==> config.mk <==
export PLATFORM = sky130hd
export DESIGN_NAME = awac_serial_div
export DESIGN_NICKNAME = d
export VERILOG_FILES = /design/src/rtl/awac_pkg.sv /design/src/rtl/awac_serial_div.sv
export SDC_FILE = /design/constraint.sdc
export NUM_CORES = 1
export LEC_CHECK = 0
export ABC_AREA = 1
export CORE_MARGIN = 4
export CORE_UTILIZATION = 30
export DETAILED_ROUTE_END_ITERATION = 8
export DONT_BUFFER_PORTS = 1
export PLACE_DENSITY = 0.56
export SYNTH_ARGS = -nofsm -noshare
export SYNTH_HDL_FRONTEND = slang
export SYNTH_SLANG_ARGS = --single-unit
==> constraint.sdc <==
create_clock -name clk_i -period 2.22 [get_ports clk_i]
set_input_delay 0 -clock clk_i [delete_from_list [all_inputs] [get_ports clk_i]]
set_output_delay 0 -clock clk_i [all_outputs]
set_load 0.01 [all_outputs]
==> src/rtl/awac_pkg.sv <==
// Package for the aero wing angle controller: constants, mode codes,
// the sine table and the steering ratio bands.
// Used by every file of the block; depends on nothing.
package awac_pkg;

  localparam int unsigned DIV_W = 17;   // dividend, divisor and quotient width
  localparam int unsigned MUL_AW = 52;  // multiplicand and product width
  localparam int unsigned MUL_BW = 19;  // multiplier width

  localparam logic [2:0] MODE_DOWNFORCE = 3'd0;
  localparam logic [2:0] MODE_WIDE      = 3'd1;
  localparam logic [2:0] MODE_BRAKE     = 3'd2;
  localparam logic [2:0] MODE_THROTTLE  = 3'd3;
  localparam logic [2:0] MODE_TRIM      = 3'd4;

  localparam logic [2:0] REG_CLOSE_RH = 3'd0;

  localparam logic [16:0] LENGTH_Q16    = 17'd105513;
  localparam logic [14:0] STRAIGHT_RAD  = 15'd32767;
  localparam logic [14:0] WIDE_RAD      = 15'd50;
  localparam logic [7:0]  PEDAL_TRIP    = 8'd178;
  localparam logic [8:0]  CAR_KG        = 9'd230;
  localparam logic [9:0]  G_HUNDREDTHS  = 10'd981;
  localparam logic [6:0]  PCT           = 7'd100;

  // sin(k degrees) in Q1.16, k = 0..90
  function automatic logic [16:0] sin_q(input logic [6:0] k);
    logic [16:0] v;
    begin
      case (k)
        7'd0: v = 17'd0;         7'd1: v = 17'd1144;      7'd2: v = 17'd2287;
        7'd3: v = 17'd3430;      7'd4: v = 17'd4572;      7'd5: v = 17'd5712;
        7'd6: v = 17'd6850;      7'd7: v = 17'd7987;      7'd8: v = 17'd9121;
        7'd9: v = 17'd10252;     7'd10: v = 17'd11380;    7'd11: v = 17'd12505;
        7'd12: v = 17'd13626;    7'd13: v = 17'd14742;    7'd14: v = 17'd15855;
        7'd15: v = 17'd16962;    7'd16: v = 17'd18064;    7'd17: v = 17'd19161;
        7'd18: v = 17'd20252;    7'd19: v = 17'd21336;    7'd20: v = 17'd22415;
        7'd21: v = 17'd23486;    7'd22: v = 17'd24550;    7'd23: v = 17'd25607;
        7'd24: v = 17'd26656;    7'd25: v = 17'd27697;    7'd26: v = 17'd28729;
        7'd27: v = 17'd29753;    7'd28: v = 17'd30767;    7'd29: v = 17'd31772;
        7'd30: v = 17'd32768;    7'd31: v = 17'd33754;    7'd32: v = 17'd34729;
        7'd33: v = 17'd35693;    7'd34: v = 17'd36647;    7'd35: v = 17'd37590;
        7'd36: v = 17'd38521;    7'd37: v = 17'd39441;    7'd38: v = 17'd40348;
        7'd39: v = 17'd41243;    7'd40: v = 17'd42126;    7'd41: v = 17'd42995;
        7'd42: v = 17'd43852;    7'd43: v = 17'd44695;    7'd44: v = 17'd45525;
        7'd45: v = 17'd46341;    7'd46: v = 17'd47143;    7'd47: v = 17'd47930;
        7'd48: v = 17'd48703;    7'd49: v = 17'd49461;    7'd50: v = 17'd50203;
        7'd51: v = 17'd50931;    7'd52: v = 17'd51643;    7'd53: v = 17'd52339;
        7'd54: v = 17'd53020;    7'd55: v = 17'd53684;    7'd56: v = 17'd54332;
        7'd57: v = 17'd54963;    7'd58: v = 17'd55578;    7'd59: v = 17'd56175;
        7'd60: v = 17'd56756;    7'd61: v = 17'd57319;    7'd62: v = 17'd57865;
        7'd63: v = 17'd58393;    7'd64: v = 17'd58903;    7'd65: v = 17'd59396;
        7'd66: v = 17'd59870;    7'd67: v = 17'd60326;    7'd68: v = 17'd60764;
        7'd69: v = 17'd61183;    7'd70: v = 17'd61584;    7'd71: v = 17'd61966;
        7'd72: v = 17'd62328;    7'd73: v = 17'd62672;    7'd74: v = 17'd62997;
        7'd75: v = 17'd63303;    7'd76: v = 17'd63589;    7'd77: v = 17'd63856;
        7'd78: v = 17'd64104;    7'd79: v = 17'd64332;    7'd80: v = 17'd64540;
        7'd81: v = 17'd64729;    7'd82: v = 17'd64898;    7'd83: v = 17'd65048;
        7'd84: v = 17'd65177;    7'd85: v = 17'd65287;    7'd86: v = 17'd65376;
        7'd87: v = 17'd65446;    7'd88: v = 17'd65496;    7'd89: v = 17'd65526;
        7'd90: v = 17'd65536;
        default: v = 17'd65536;
      endcase
      return v;
    end
  endfunction

  // steering ratio in hundredths for an absolute steering angle
  function automatic logic [8:0] ratio_hd(input logic [7:0] a);
    logic [8:0] r;
    begin
      if (a <= 8'd7) r = 9'd400;
      else if (a <= 8'd19) r = 9'd399;
      else if (a <= 8'd30) r = 9'd398;
      else if (a <= 8'd38) r = 9'd396;
      else if (a <= 8'd45) r = 9'd395;
      else if (a <= 8'd57) r = 9'd392;
      else if (a <= 8'd68) r = 9'd387;
      else if (a <= 8'd76) r = 9'd384;
      else if (a <= 8'd87) r = 9'd377;
      else if (a <= 8'd95) r = 9'd371;
      else if (a <= 8'd103) r = 9'd364;
      else if (a <= 8'd109) r = 9'd353;
      else r = 9'd338;
      return r;
    end
  endfunction

endpackage

==> src/rtl/awac_serial_div.sv <==
// Restoring divider, one quotient bit per cycle, unsigned.
// Depends on awac_pkg for the operand width.
module awac_serial_div (
  input  logic                         clk_i,
  input  logic                         rst_ni,
  input  logic                         start_i,
  input  logic [awac_pkg::DIV_W-1:0]   dividend_i,
  input  logic [awac_pkg::DIV_W-1:0]   divisor_i,
  output logic                         done_o,
  output logic [awac_pkg::DIV_W-1:0]   quot_o
);
  localparam int unsigned DW = awac_pkg::DIV_W;
  localparam int unsigned CW = $clog2(DW + 1);

  logic          busy_q;
  logic [CW-1:0] cnt_q;
  logic [DW-1:0] quo_q, rem_q, dvs_q;
  logic [DW:0]   trial;
  logic [DW+1:0] sub;
  logic          ge;

  assign trial  = {rem_q, quo_q[DW-1]};
  assign sub    = {1'b0, trial} - {2'b00, dvs_q};
  assign ge     = ~sub[DW+1];
  assign done_o = busy_q && (cnt_q == '0);
  assign quot_o = quo_q;

  always_ff @(posedge clk_i or negedge rst_ni) begin
    if (!rst_ni) begin
      busy_q <= 1'b0;
      cnt_q  <= '0;
      quo_q  <= '0;
      rem_q  <= '0;
      dvs_q  <= '0;
    end else if (start_i) begin
      busy_q <= 1'b1;
      cnt_q  <= CW'(DW);
      quo_q  <= dividend_i;
      rem_q  <= '0;
      dvs_q  <= divisor_i;
    end else if (busy_q) begin
      if (cnt_q == '0) begin
        busy_q <= 1'b0;
      end else begin
        cnt_q <= cnt_q - 1'b1;
        rem_q <= ge ? sub[DW-1:0] : trial[DW-1:0];
        quo_q <= {quo_q[DW-2:0], ge};
      end
    end
  end

endmodule

==> impl_metrics.json <==
{
  "status": "finished, final reports clean",
  "min_period_over_period_pct": 94.8,
  "endpoint_kind": "register",
  "r2r_setup_slack_ns": 0.12,
  "clk_latency_ns": 0.33,
  "muxShareOfSynthArea_pct": 0,
  "fin_cells": 698,
  "dp.cells": 639,
  "ys_ff_latch": 57,
  "min_from": "start_i",
  "yosys_warnings": 0,
  "cts_tree": "built",
  "synthXorXnorAreaFrac_pct": 1.69,
  "ys_seq_area_share_pct": 39.2,
  "met1_usage_pct": 18.7,
  "final_util_pct": 38.9,
  "max_slew_margin_pct": 71.6,
  "dr.pass1.iters": 4,
  "ant_nets": 0,
  "die_h_um": 118,
  "fin_skew_ns": 0.00897,
  "ir_drop_mv": 0.536,
  "multiInputGateArea_um2": 1820,
  "top_usage_layer": "met2",
  "syn_inst": 504,
  "hold_viol_final": 0,
  "clkSinkCount": 57,
  "dp_hpwl_mm": 6.64,
  "drive_gt1_share_pct": 9.37,
  "r2r-start": "quot_o[16]",
  "synth_fa_ha_area_share_pct": 7.08,
  "critical_path_arrival_ns": 2.31,
  "hold_ws_ns": 0.0338,
  "drv_slew": 0,
  "die_w_um": 118,
  "antenna_found_initial": 0,
  "fin_nets": 607,
  "worst_setup_path_start_kind": "register",
  "wl_per_cell_um": 13.2,
  "grt_max_degree": 58,
  "hp-class": "input pin to register",
  "post_dp_cell_area_um2": 3780,
  "worst-setup-path-type": "register to register",
  "antenna_cells": 0,
  "pwr_density_cell_nw_per_um2": 1210,
  "max_freq_ghz": 0.475,
  "root_buffer": "clkbuf_16",
  "clk_pin_slew_ns": 0.05,
  "setup_violations": 0,
  "gp_congestion": 0.846,
  "leakage_nw": 2.42,
  "avgViaCountPerCell": 4.71,
  "syn_to_final_growth_pct": 24.8,
  "syn_area_um2": 3640,
  "via_count": 3290,
  "tns_ns": 0,
  "rsz0062_at_grt": "false",
  "fillCellCount": 1152,
  "finalWirelength_mm": 9.20,
  "seq_area_um2": 1430,
  "grt_util_met3_pct": 3.34,
  "fp-row-count": 39,
  "design_area_um2": 4540,
  "drc": 0,
  "layout_commonest_cell": "nand2_1",
  "globalRouteMet2Util_pct": 21.4,
  "io_pins": 55,
  "grt-ovfl-total": 0,
  "crit_required_ns": 2.43,
  "cts_buffers": 9,
  "core_um2": 11700,
  "min_period_ns": 2.10,
  "synth_top_family_by_area": "simple AND/OR/NAND/NOR gates",
  "postSynthAreaPerCell_um2": 7.22,
  "tightest_slew_ns": 0.425,
  "yosys.area_share.simple_pct": 30.4,
  "clock_tree.buffer_depth": 2,
  "max_cap_violations": 0,
  "grt.total_usage_pct": 13.8,
  "htree_levels": 3,
  "crit_path_max_fanout": 13,
  "grt_pass1_vias": 3163,
  "ys_types": 35,
  "cp-startpoint": "quot_o[16]",
  "syn_nets": 561,
  "grt_pass1_wl_mm": 15.6,
  "first_iter_violations": 171,
  "port_buffers": 0,
  "synth_compound_area_share_pct": 10.5,
  "initial_core_util_pct": 31.2,
  "layout_common_cells": "173 x nand2_1, 80 x inv_1, 57 x dfrtp_1",
  "die_area_um2": 14000
}
cell families (layout without fill, tap and decap cells):
family | Yosys count | in the layout
DFF | 57 | 57
AOI/OAI and AO/OA | 65 | 65
and+or+nand+nor | 254 | 254
xor gates and xnor gates | 7 | 7
buffers and inverters | 101 | 152
adders and majority gates | 20 | 20
final timing paths:
kind | endpoint | cells past startpoint
worst max-delay path | rem_q[9] | 12
min in group asynchronous | dvs_q[11] | 2
worst min-delay path | dvs_q[10] | 3
worst min register to register | cnt_q[3] | 1
max in group asynchronous | quot_o[5] | 2
worst max register to register | rem_q[9] | 12
worst max-delay path: stages, from the launching register on:
cell	delay, ns
dfrtp_1	0.35
inv_1	0.06
ha_1	0.24
fa_2	0.38
inv_2	0.08
nand3_1	0.14
nand3_2	0.14
nand2_4	0.14
nand2_8	0.16
buf_4	0.13
nand2_1	0.05
nand3_1	0.08
nand2_1	0.06
synth_stat cells, drive strengths merged:
cell type / n / area share (%)
a21oi: 14 / 2.2
a22oi: 8 / 1.7
and2: 2 / 0.41
buf: 10 / 1.7
clkbuf: 4 / 0.41
dfrtp: 57 / 39
fa: 1 / 0.55
ha: 19 / 6.5
inv: 87 / 9.0
nand2: 180 / 19
nand3: 46 / 6.6
nand3b: 4 / 0.83
nand4: 2 / 0.34
nor2: 17 / 2.0
nor3: 3 / 0.72
o211ai: 5 / 1.0
o21ai: 34 / 4.7
o221ai: 3 / 0.72
o22ai: 1 / 0.17
xnor2: 3 / 0.72
xor2: 4 / 0.96
through the flow:
stage	worst slack [ns]	power, mW
after floorplan	0.300	3.41
after global placement	0.117	3.88
after detailed placement	0.0823	3.91
after CTS	0.0543	5.36
after global routing	0.000896	5.97
final	0.116	5.48
state kept, by name (all words and copies together), names as in the netlist:
register and cells:
busy_q 1, cnt_q 5, dvs_q 17, quot_o 17, rem_q 17
repair_timing:
item,CTS,global route
setup endpoints to repair,0,13
resized for setup,0,4
hold endpoints to repair,105,0
hold buffers,37,0
setup buffers,0,6
report_power, final:
group / internal [mW] / switching, mW / total, mW
Sequential: 1.31 / 0.224 / 1.53
Combinational: 1.03 / 1.60 / 2.64
Clock: 0.859 / 0.451 / 1.31
Total: 3.20 / 2.28 / 5.48
per-layer routing:
metal	share of wire [%]	up-vias
met1	48	1523
met3	4.5	14
met4	1.9	0
met2	46	69
li1	-	1684
met5	0	-
area by class of cell:
type                            instances  share of cell area [%]
Clock buffer                           10                    5.04
Clock inverter                          6                    1.30
Inverter                               87                    7.19
Multi-Input combinational cell        346                    40.1
Sequential cell                        57                    31.4
Tap cell                              143                    3.94
Timing Repair Buffer                   49                    11.0
No activity file was read; power rests on OpenSTA's default activity.
