## config.mk

```make
export PLATFORM = sky130hd
export DESIGN_NAME = awac_serial_mul
export DESIGN_NICKNAME = d
export VERILOG_FILES = /design/src/rtl/awac_pkg.sv /design/src/rtl/awac_serial_mul.sv
export SDC_FILE = /design/constraint.sdc
export NUM_CORES = 1
export LEC_CHECK = 0
export BUFFER_PORTS_ARGS = -buffer_cell sky130_fd_sc_hd__buf_2
export CORE_MARGIN = 3
export CORE_UTILIZATION = 50
export DETAILED_ROUTE_END_ITERATION = 8
export PLACE_DENSITY_LB_ADDON = 0.12
export SETUP_SLACK_MARGIN = 0.3
export SLEW_MARGIN = 20
export SYNTH_ARGS = -nofsm -noshare
export SYNTH_HDL_FRONTEND = slang
export SYNTH_SLANG_ARGS = --single-unit
```

## constraint.sdc

```tcl
create_clock -name clk_i -period 4.3 [get_ports clk_i]
set_input_delay 0.86 -clock clk_i [delete_from_list [all_inputs] [get_ports clk_i]]
set_output_delay 0.86 -clock clk_i [all_outputs]
set_load 0.03 [all_outputs]
```

## src/rtl/awac_pkg.sv

```systemverilog
// Package for the aero wing angle controller: constants, mode codes,
// the sine table and the steering ratio bands.
// Used by every file of the block; depends on nothing.
package awac_pkg;

  localparam int unsigned DIV_W = 17;   // dividend, divisor and quotient width
  localparam int unsigned MUL_AW = 52;  // multiplicand and product width
  localparam int unsigned MUL_BW = 19;  // multiplier width

  localparam logic [2:0] MODE_DOWNFORCE = 3'd0;
  localparam logic [2:0] MODE_WIDE      = 3'd1;
  localparam logic [2:0] MODE_BRAKE     = 3'd2;
  localparam logic [2:0] MODE_THROTTLE  = 3'd3;
  localparam logic [2:0] MODE_TRIM      = 3'd4;

  localparam logic [2:0] REG_CLOSE_RH = 3'd0;

  localparam logic [16:0] LENGTH_Q16    = 17'd105513;
  localparam logic [14:0] STRAIGHT_RAD  = 15'd32767;
  localparam logic [14:0] WIDE_RAD      = 15'd50;
  localparam logic [7:0]  PEDAL_TRIP    = 8'd178;
  localparam logic [8:0]  CAR_KG        = 9'd230;
  localparam logic [9:0]  G_HUNDREDTHS  = 10'd981;
  localparam logic [6:0]  PCT           = 7'd100;

  // sin(k degrees) in Q1.16, k = 0..90
  function automatic logic [16:0] sin_q(input logic [6:0] k);
    logic [16:0] v;
    begin
      case (k)
        7'd0: v = 17'd0;         7'd1: v = 17'd1144;      7'd2: v = 17'd2287;
        7'd3: v = 17'd3430;      7'd4: v = 17'd4572;      7'd5: v = 17'd5712;
        7'd6: v = 17'd6850;      7'd7: v = 17'd7987;      7'd8: v = 17'd9121;
        7'd9: v = 17'd10252;     7'd10: v = 17'd11380;    7'd11: v = 17'd12505;
        7'd12: v = 17'd13626;    7'd13: v = 17'd14742;    7'd14: v = 17'd15855;
        7'd15: v = 17'd16962;    7'd16: v = 17'd18064;    7'd17: v = 17'd19161;
        7'd18: v = 17'd20252;    7'd19: v = 17'd21336;    7'd20: v = 17'd22415;
        7'd21: v = 17'd23486;    7'd22: v = 17'd24550;    7'd23: v = 17'd25607;
        7'd24: v = 17'd26656;    7'd25: v = 17'd27697;    7'd26: v = 17'd28729;
        7'd27: v = 17'd29753;    7'd28: v = 17'd30767;    7'd29: v = 17'd31772;
        7'd30: v = 17'd32768;    7'd31: v = 17'd33754;    7'd32: v = 17'd34729;
        7'd33: v = 17'd35693;    7'd34: v = 17'd36647;    7'd35: v = 17'd37590;
        7'd36: v = 17'd38521;    7'd37: v = 17'd39441;    7'd38: v = 17'd40348;
        7'd39: v = 17'd41243;    7'd40: v = 17'd42126;    7'd41: v = 17'd42995;
        7'd42: v = 17'd43852;    7'd43: v = 17'd44695;    7'd44: v = 17'd45525;
        7'd45: v = 17'd46341;    7'd46: v = 17'd47143;    7'd47: v = 17'd47930;
        7'd48: v = 17'd48703;    7'd49: v = 17'd49461;    7'd50: v = 17'd50203;
        7'd51: v = 17'd50931;    7'd52: v = 17'd51643;    7'd53: v = 17'd52339;
        7'd54: v = 17'd53020;    7'd55: v = 17'd53684;    7'd56: v = 17'd54332;
        7'd57: v = 17'd54963;    7'd58: v = 17'd55578;    7'd59: v = 17'd56175;
        7'd60: v = 17'd56756;    7'd61: v = 17'd57319;    7'd62: v = 17'd57865;
        7'd63: v = 17'd58393;    7'd64: v = 17'd58903;    7'd65: v = 17'd59396;
        7'd66: v = 17'd59870;    7'd67: v = 17'd60326;    7'd68: v = 17'd60764;
        7'd69: v = 17'd61183;    7'd70: v = 17'd61584;    7'd71: v = 17'd61966;
        7'd72: v = 17'd62328;    7'd73: v = 17'd62672;    7'd74: v = 17'd62997;
        7'd75: v = 17'd63303;    7'd76: v = 17'd63589;    7'd77: v = 17'd63856;
        7'd78: v = 17'd64104;    7'd79: v = 17'd64332;    7'd80: v = 17'd64540;
        7'd81: v = 17'd64729;    7'd82: v = 17'd64898;    7'd83: v = 17'd65048;
        7'd84: v = 17'd65177;    7'd85: v = 17'd65287;    7'd86: v = 17'd65376;
        7'd87: v = 17'd65446;    7'd88: v = 17'd65496;    7'd89: v = 17'd65526;
        7'd90: v = 17'd65536;
        default: v = 17'd65536;
      endcase
      return v;
    end
  endfunction

  // steering ratio in hundredths for an absolute steering angle
  function automatic logic [8:0] ratio_hd(input logic [7:0] a);
    logic [8:0] r;
    begin
      if (a <= 8'd7) r = 9'd400;
      else if (a <= 8'd19) r = 9'd399;
      else if (a <= 8'd30) r = 9'd398;
      else if (a <= 8'd38) r = 9'd396;
      else if (a <= 8'd45) r = 9'd395;
      else if (a <= 8'd57) r = 9'd392;
      else if (a <= 8'd68) r = 9'd387;
      else if (a <= 8'd76) r = 9'd384;
      else if (a <= 8'd87) r = 9'd377;
      else if (a <= 8'd95) r = 9'd371;
      else if (a <= 8'd103) r = 9'd364;
      else if (a <= 8'd109) r = 9'd353;
      else r = 9'd338;
      return r;
    end
  endfunction

endpackage

```

## src/rtl/awac_serial_mul.sv

```systemverilog
// Shift-and-add multiplier, one multiplier bit per cycle, unsigned.
// Depends on awac_pkg for the operand widths.
module awac_serial_mul (
  input  logic                         clk_i,
  input  logic                         rst_ni,
  input  logic                         start_i,
  input  logic [awac_pkg::MUL_AW-1:0]  a_i,
  input  logic [awac_pkg::MUL_BW-1:0]  b_i,
  output logic                         done_o,
  output logic [awac_pkg::MUL_AW-1:0]  prod_o
);
  localparam int unsigned AW = awac_pkg::MUL_AW;
  localparam int unsigned BW = awac_pkg::MUL_BW;

  logic          busy_q;
  logic [AW-1:0] a_q, acc_q;
  logic [BW-1:0] b_q;

  // finish as soon as no multiplier bits remain
  assign done_o = busy_q && (b_q == '0);
  assign prod_o = acc_q;

  always_ff @(posedge clk_i or negedge rst_ni) begin
    if (!rst_ni) begin
      busy_q <= 1'b0;
      a_q    <= '0;
      b_q    <= '0;
      acc_q  <= '0;
    end else if (start_i) begin
      busy_q <= 1'b1;
      a_q    <= a_i;
      b_q    <= b_i;
      acc_q  <= '0;
    end else if (busy_q) begin
      if (b_q == '0) begin
        busy_q <= 1'b0;
      end else begin
        acc_q <= b_q[0] ? acc_q + a_q : acc_q;
        a_q   <= {a_q[AW-2:0], 1'b0};
        b_q   <= {1'b0, b_q[BW-1:1]};
      end
    end
  end

endmodule

```

==> flow_metrics.env, run 1 <==
export IMPL_setup_ws_ps=694
export IMPL_postCtsHoldBufs=0
export IMPL_synth_seq_cells=124
export IMPL_syn_area_per_cell_sq_um=8.53
export IMPL_multi_input_area_sq_um=5000
export IMPL_rsz0062_at_grt="no"
export IMPL_grt_pass1_wl_mm=34.8
export IMPL_clock_path_buffers=2
export IMPL_die_w_um=135
export IMPL_async_flop_share=1.00
export IMPL_startpoint_type="register"
export IMPL_yosysSeqAreaShare=0.371
export IMPL_gp_congestion=0.852
export IMPL_drt_wl_total_mm=20.6
export IMPL_clock_sinks=124
export IMPL_die_h_um=135
export IMPL_layout_drive_gt1_share=0.167
export IMPL_vias=7305
export IMPL_yosysUniqueCellTypes=68
export IMPL_seq_area_sq_um=3100
export IMPL_rows=46
export IMPL_synth_flop_cell="dfrtp_1"
export IMPL_clock_latency_ps=430
export IMPL_fmax_mhz=277
export IMPL_power_per_cell_area_nw_per_um2=421
export IMPL_drcViolationCount=0
export IMPL_antenna_found_initial=0
export IMPL_syn2layout_area_growth_pct=16.5
export IMPL_hold_class="input port to asynchronous set/reset pin"
export IMPL_grt_pass1_vias=7115
export IMPL_initial_core_util=0.519
export IMPL_drt_iter0_markers=454
export IMPL_cts_tree="built"
export IMPL_worst_slew_margin_rel=0.463
export IMPL_top_level_ports=127
export IMPL_coreArea_sq_um=16100
export IMPL_status="finished, final reports clean"
export IMPL_required_ps=4610
export IMPL_final_nets=1203
export IMPL_drtAntennaViolNets=0
export IMPL_synth_edf_count=0
export IMPL_cts_root_buf="clkbuf_16"
export IMPL_antenna_cells=0
export IMPL_die_area_sq_um=18300
export IMPL_ys_warn_count=0
export IMPL_postCtsSetupBuffers=0
export IMPL_cts_inserted_buffers=17
export IMPL_crit_type="register to register"
export IMPL_cts_resized=0
export IMPL_final_period_minus_worst_setup_slack_ps=3610
export IMPL_via_per_inst=5.60
export IMPL_path_clk_slew_ps=60
export IMPL_synth_area_sq_um=8360
export IMPL_nFillCells=1498
export IMPL_worstMarginPinSlew_ps=805
export IMPL_endpoint_kind="register"
export IMPL_drv_slew=0
export IMPL_place_port_buffers=126
export IMPL_tns_ps=0
export IMPL_worstPathMaxFanout=4
export IMPL_ctsHtreeMaxLevel=4
export IMPL_hold_violations=0
export IMPL_maxCapViolCount=0
export IMPL_drtPass1Iterations=6
export IMPL_dp_slack_ps=716
export IMPL_gr_usage_all_layers=0.233
export IMPL_hpwl_mm=14.8
export IMPL_grt_ovfl_total=0
export IMPL_wl_per_cell_um=15.8
export IMPL_grt_start_max_net_pins=111
export IMPL_crit_arrival_ps=3920
export IMPL_vdd_drop_max_mv=0.301
export IMPL_fin_crit_sh=0.839
export IMPL_synth_cells=980
export IMPL_syn_nets=1106
export IMPL_finalClockSkew_ps=11.8
export IMPL_finalSetupViolations=0
export IMPL_p_leak_nw=4.55
metrics by stage:
step / utilization / hold WS, ps / std cells / power, mW / area [sq um]
finish: 0.605 / 495 / 1305 / 4.10 / 9750
global route: 0.605 / 536 / 1305 / 4.35 / 9750
CTS: 0.605 / 515 / 1305 / 4.13 / 9750
detailed placement: 0.568 / 540 / 1274 / 2.64 / 9150
global placement: 0.568 / 528 / 1274 / 2.63 / 9150
floorplan: - / 518 / 980 / 2.31 / 8360
synth_stat cells, drive strengths merged, types with 12 or more instances:
cell,count,area [sq um]
inv,14,52.6
ha,51,638
o21ai,101,509
xnor2,25,219
a21oi,95,483
clkbuf,38,143
a211oi,12,95.1
mux2i,70,701
a21o,27,203
dfrtp,124,3100
buf,19,78.8
nor2,39,146
nand3,17,85.1
nand2,193,727
layer usage:
metal | share of wire | global-route usage | vias up | wire length [um]
li1 | - | - | 3712 | -
met1 | 0.48 | 0.318 | 3429 | 9830
met2 | 0.47 | 0.377 | 144 | 9690
met3 | 0.040 | 0.0542 | 20 | 828
met4 | 0.012 | 0.0605 | 0 | 252
met5 | 0 | 0 | - | 0
power by group:
| group | internal [mW] | switching [mW] | leakage, nW |
|---|---|---|---|
| sequential | 1.29 | 0.118 | 1.57 |
| clock | 0.913 | 0.559 | 0.291 |
| combinational | 0.464 | 0.755 | 2.68 |
cell type report:
type | instances | area share
Clock buffer | 18 | 0.0440
Clock inverter | 13 | 0.0173
Inverter | 15 | 0.00578
Multi-Input combinational cell | 784 | 0.513
Sequential cell | 124 | 0.318
Tap cell | 216 | 0.0277
Timing Repair Buffer | 135 | 0.0738
cells in the final DEF, fill, tap and decap left out, types with 4 or more instances in the layout:
cell type,synthesis,layout
clkinv_4,0,5
a31oi_1,10,10
buf_2,6,124
a21oi_1,93,93
inv_1,14,14
clkbuf_16,0,17
and3_1,5,5
nor2_1,39,38
o21ai_1,6,6
nand3b_1,7,7
and2_1,7,7
a21o_1,27,27
nand2_1,192,191
dfrtp_1,124,124
o31ai_1,4,4
xnor2_1,25,25
o21ai_0,94,94
nand4_1,5,5
xor2_1,11,11
nor2b_1,6,6
ha_1,51,51
mux2i_1,70,70
nor4_1,11,11
buf_4,0,9
a211oi_1,11,11
nor3_1,11,11
nand3_1,17,17
nor3b_1,5,5
o21a_1,7,7
o21bai_1,10,10
flip-flops by register name, summed over array words and instances (netlist names):
name    cells
b_q        19
prod_o     52
busy_q      1
a_q        52
worst paths after layout:
| path | startpoint | to | slack (ps) | depth (start not counted) |
|---|---|---|---|---|
| min in group clk_i | prod_o[37] | prod_o[37] | 550 | 2 |
| worst min-delay path | rst_ni | a_q[33] | 500 | 1 |
| worst max register to register | prod_o[0] | prod_o[48] | 690 | 12 |
| worst max-delay path | prod_o[0] | prod_o[48] | 690 | 12 |
| max in group asynchronous | rst_ni | prod_o[12] | 3060 | 2 |
| worst min register to register | prod_o[37] | prod_o[37] | 550 | 2 |
worst max-delay path, cell delays in order, from the launching register on:
cell	delay (ps)
dfrtp_1	390
ha_1	230
fa_1	430
a211oi_1	290
o21ai_1	140
a41o_1	320
a21bo_2	240
nor3_1	350
o31ai_2	170
a211oi_2	340
o31a_1	230
nor4_1	60
a211o_1	290
cells by family (layout without fill, tap and decap cells):
group / Yosys count / in the layout / synth area share
simple gates: 327 / 327 / 0.177
flops: 124 / 124 / 0.371
compound gates: 298 / 298 / 0.217
fa+ha+maj: 52 / 52 / 0.0787
xor+xnor: 36 / 36 / 0.0377
mux: 71 / 71 / 0.0851
buf+inv: 72 / 181 / 0.0332
No activity file was read; power rests on OpenSTA's default activity.
==> inputs of run 2 (changes only) <==
- clock period: 4.3 -> 3.2 ns (I/O delays scaled with it)
==> flow_metrics.env, run 2 (synthesis gave the netlist of run 1 again) <==
export IMPL_cts_root_buf="clkbuf_16"
export IMPL_cp_cell_sequence="ha_4 > fa_2 > a211oi_2 > o21ai_1 > a41o_1 > a21bo_4 > buf_6 > o21a_4 > o221ai_4 > nor2_2 > a21oi_2 > nor2b_1 > a211o_1"
export IMPL_maxUsedRoutingLayer="met4"
export IMPL_met1Wirelength_mm=10.4
export IMPL_initial_core_util=0.519
export IMPL_vdd_drop_max_mv=0.417
export IMPL_worstMarginPinSlew_ps=682
export IMPL_drt_iter0_markers=505
export IMPL_hpwl_mm=14.9
export IMPL_rows=46
export IMPL_die_area_sq_um=18300
export IMPL_grt_pass1_vias=7345
export IMPL_tns_ps=0
export IMPL_fmax_mhz=333
export IMPL_clock_sinks=124
export IMPL_top_level_ports=127
export IMPL_gr_usage_all_layers=0.245
export IMPL_layout_common_cells="nand2_1, buf_2, dfrtp_1, o21ai_0, a21oi_1"
export IMPL_status="finished, final reports clean"
export IMPL_antenna_cells=0
export IMPL_r2r_end="prod_o[50]"
export IMPL_mostFrequentLayoutCell="nand2_1"
export IMPL_cpPeakStageDelay_ps=420
export IMPL_maxCapViolCount=0
export IMPL_power_per_cell_area_nw_per_um2=539
export IMPL_place_area_sq_um=9340
export IMPL_grt_pass1_wl_mm=36.6
export IMPL_drtAntennaViolNets=0
export IMPL_drcViolationCount=0
export IMPL_cp_slowest_cell="dfrtp_2"
export IMPL_wl_met3_um=977
export IMPL_grt_ovfl_total=0
export IMPL_coreArea_sq_um=16100
export IMPL_cts_inserted_buffers=17
export IMPL_r2r_cells=13
export IMPL_fin_crit_sh=0.939
export IMPL_layout_drive_gt1_share=0.270
export IMPL_final_period_minus_worst_setup_slack_ps=3010
export IMPL_endpoint_kind="register"
export IMPL_crit_arrival_ps=3310
export IMPL_r2r_start="prod_o[0]"
export IMPL_r2r_slack_ps=190
export IMPL_crit_type="register to register"
export IMPL_hold_class="input port to asynchronous set/reset pin"
export IMPL_die_h_um=135
export IMPL_startpoint_type="register"
export IMPL_worstPathMaxFanout=3
export IMPL_clock_path_buffers=2
export IMPL_wl_per_cell_um=16.4
export IMPL_syn2layout_area_growth_pct=28.6
export IMPL_die_w_um=135
export IMPL_final_nets=1263
export IMPL_finalSetupViolations=0
export IMPL_worst_slew_margin_rel=0.546
export IMPL_rsz0062_at_grt="yes"
export IMPL_cts_tree="built"
export IMPL_antenna_found_initial=0
export IMPL_drt_wl_total_mm=22.5
export IMPL_p_leak_nw=4.86
export IMPL_path_clk_slew_ps=70
export IMPL_drtPass1Iterations=6
export IMPL_place_port_buffers=126
export IMPL_wl_met2_mm=10.8
export IMPL_vias=7722
export IMPL_finalClockSkew_ps=13.7
export IMPL_utilization=0.667
export IMPL_ctsHtreeMaxLevel=4
export IMPL_hold_violations=0
export IMPL_clock_latency_ps=430
export IMPL_gp_congestion=0.887
export IMPL_required_ps=3510
export IMPL_fin_area_sq_um=10800
export IMPL_drv_slew=0
export IMPL_via_per_inst=5.65
export IMPL_grt_start_max_net_pins=94
[run 2: cell count changes in the layout (fill, tap and decap cells not counted), sizes merged]
cell	before	now
clkinvlp	1	4
clkbuf	18	19
buf	135	195
bufinv	3	2
clkinv	8	6
[run 2: per-stage QoR]
step                      setup WS (ps)  total power [mW]  hold WS (ps)  instances
after global placement              127              3.60           520       1283
after detailed placement           81.9              3.61           540       1283
after floorplan                     218              3.13           344        980
after CTS                           130              5.72           150       1353
final                               194              5.80           157       1366
after global routing               83.5              6.12           163       1366
[run 2: where the power goes]
group,switching (mW),total (mW),leakage [nW],internal [mW]
combinational,1.14,1.96,3.03,0.821
sequential,0.174,1.91,1.56,1.74
clock,0.770,1.92,0.270,1.15
[run 2: repair_timing]
action                     4_1_cts  5_1_grt
pin swaps                       34       43
hold buffers                     0        0
gates resized for setup         40       43
setup buffers                   38       13
setup endpoints to repair       18       28
[run 2: worst max-delay path: cells and delay by family (launching register included)]
kind                       cells  cell delay (ps)
AOI/OAI and AO/OA              8             1690
adders and majority gates      2              520
DFF                            1              420
and+or+nand+nor                2              130
buffers and inverters          1              110
[run 2: how the worst max path moves through the flow]
stage | startpoint | endpoint | slack [ps]
after floorplan | prod_o[10] | prod_o[51] | 220
after global placement | prod_o[7] | prod_o[48] | 130
after detailed placement | prod_o[0] | prod_o[48] | 80
after CTS | a_q[0] | prod_o[48] | 130
after global routing | prod_o[44] | prod_o[50] | 80
final | prod_o[0] | prod_o[50] | 190
[run 2: final cells by class]
type	instances	area, sq um
clock inverters	13	144
multi-input cells	784	5490
repair buffers	195	1240
flip-flops and latches	124	3120
inverters	15	56.3
clock buffers	19	433
fillers	1326	5360
well taps	216	270
[run 2: metal layers]
layer,vias to the layer above,global-route usage
met5,-,0
met4,0,0.0666
met3,26,0.0535
met2,181,0.395
met1,3684,0.336
li1,3831,-
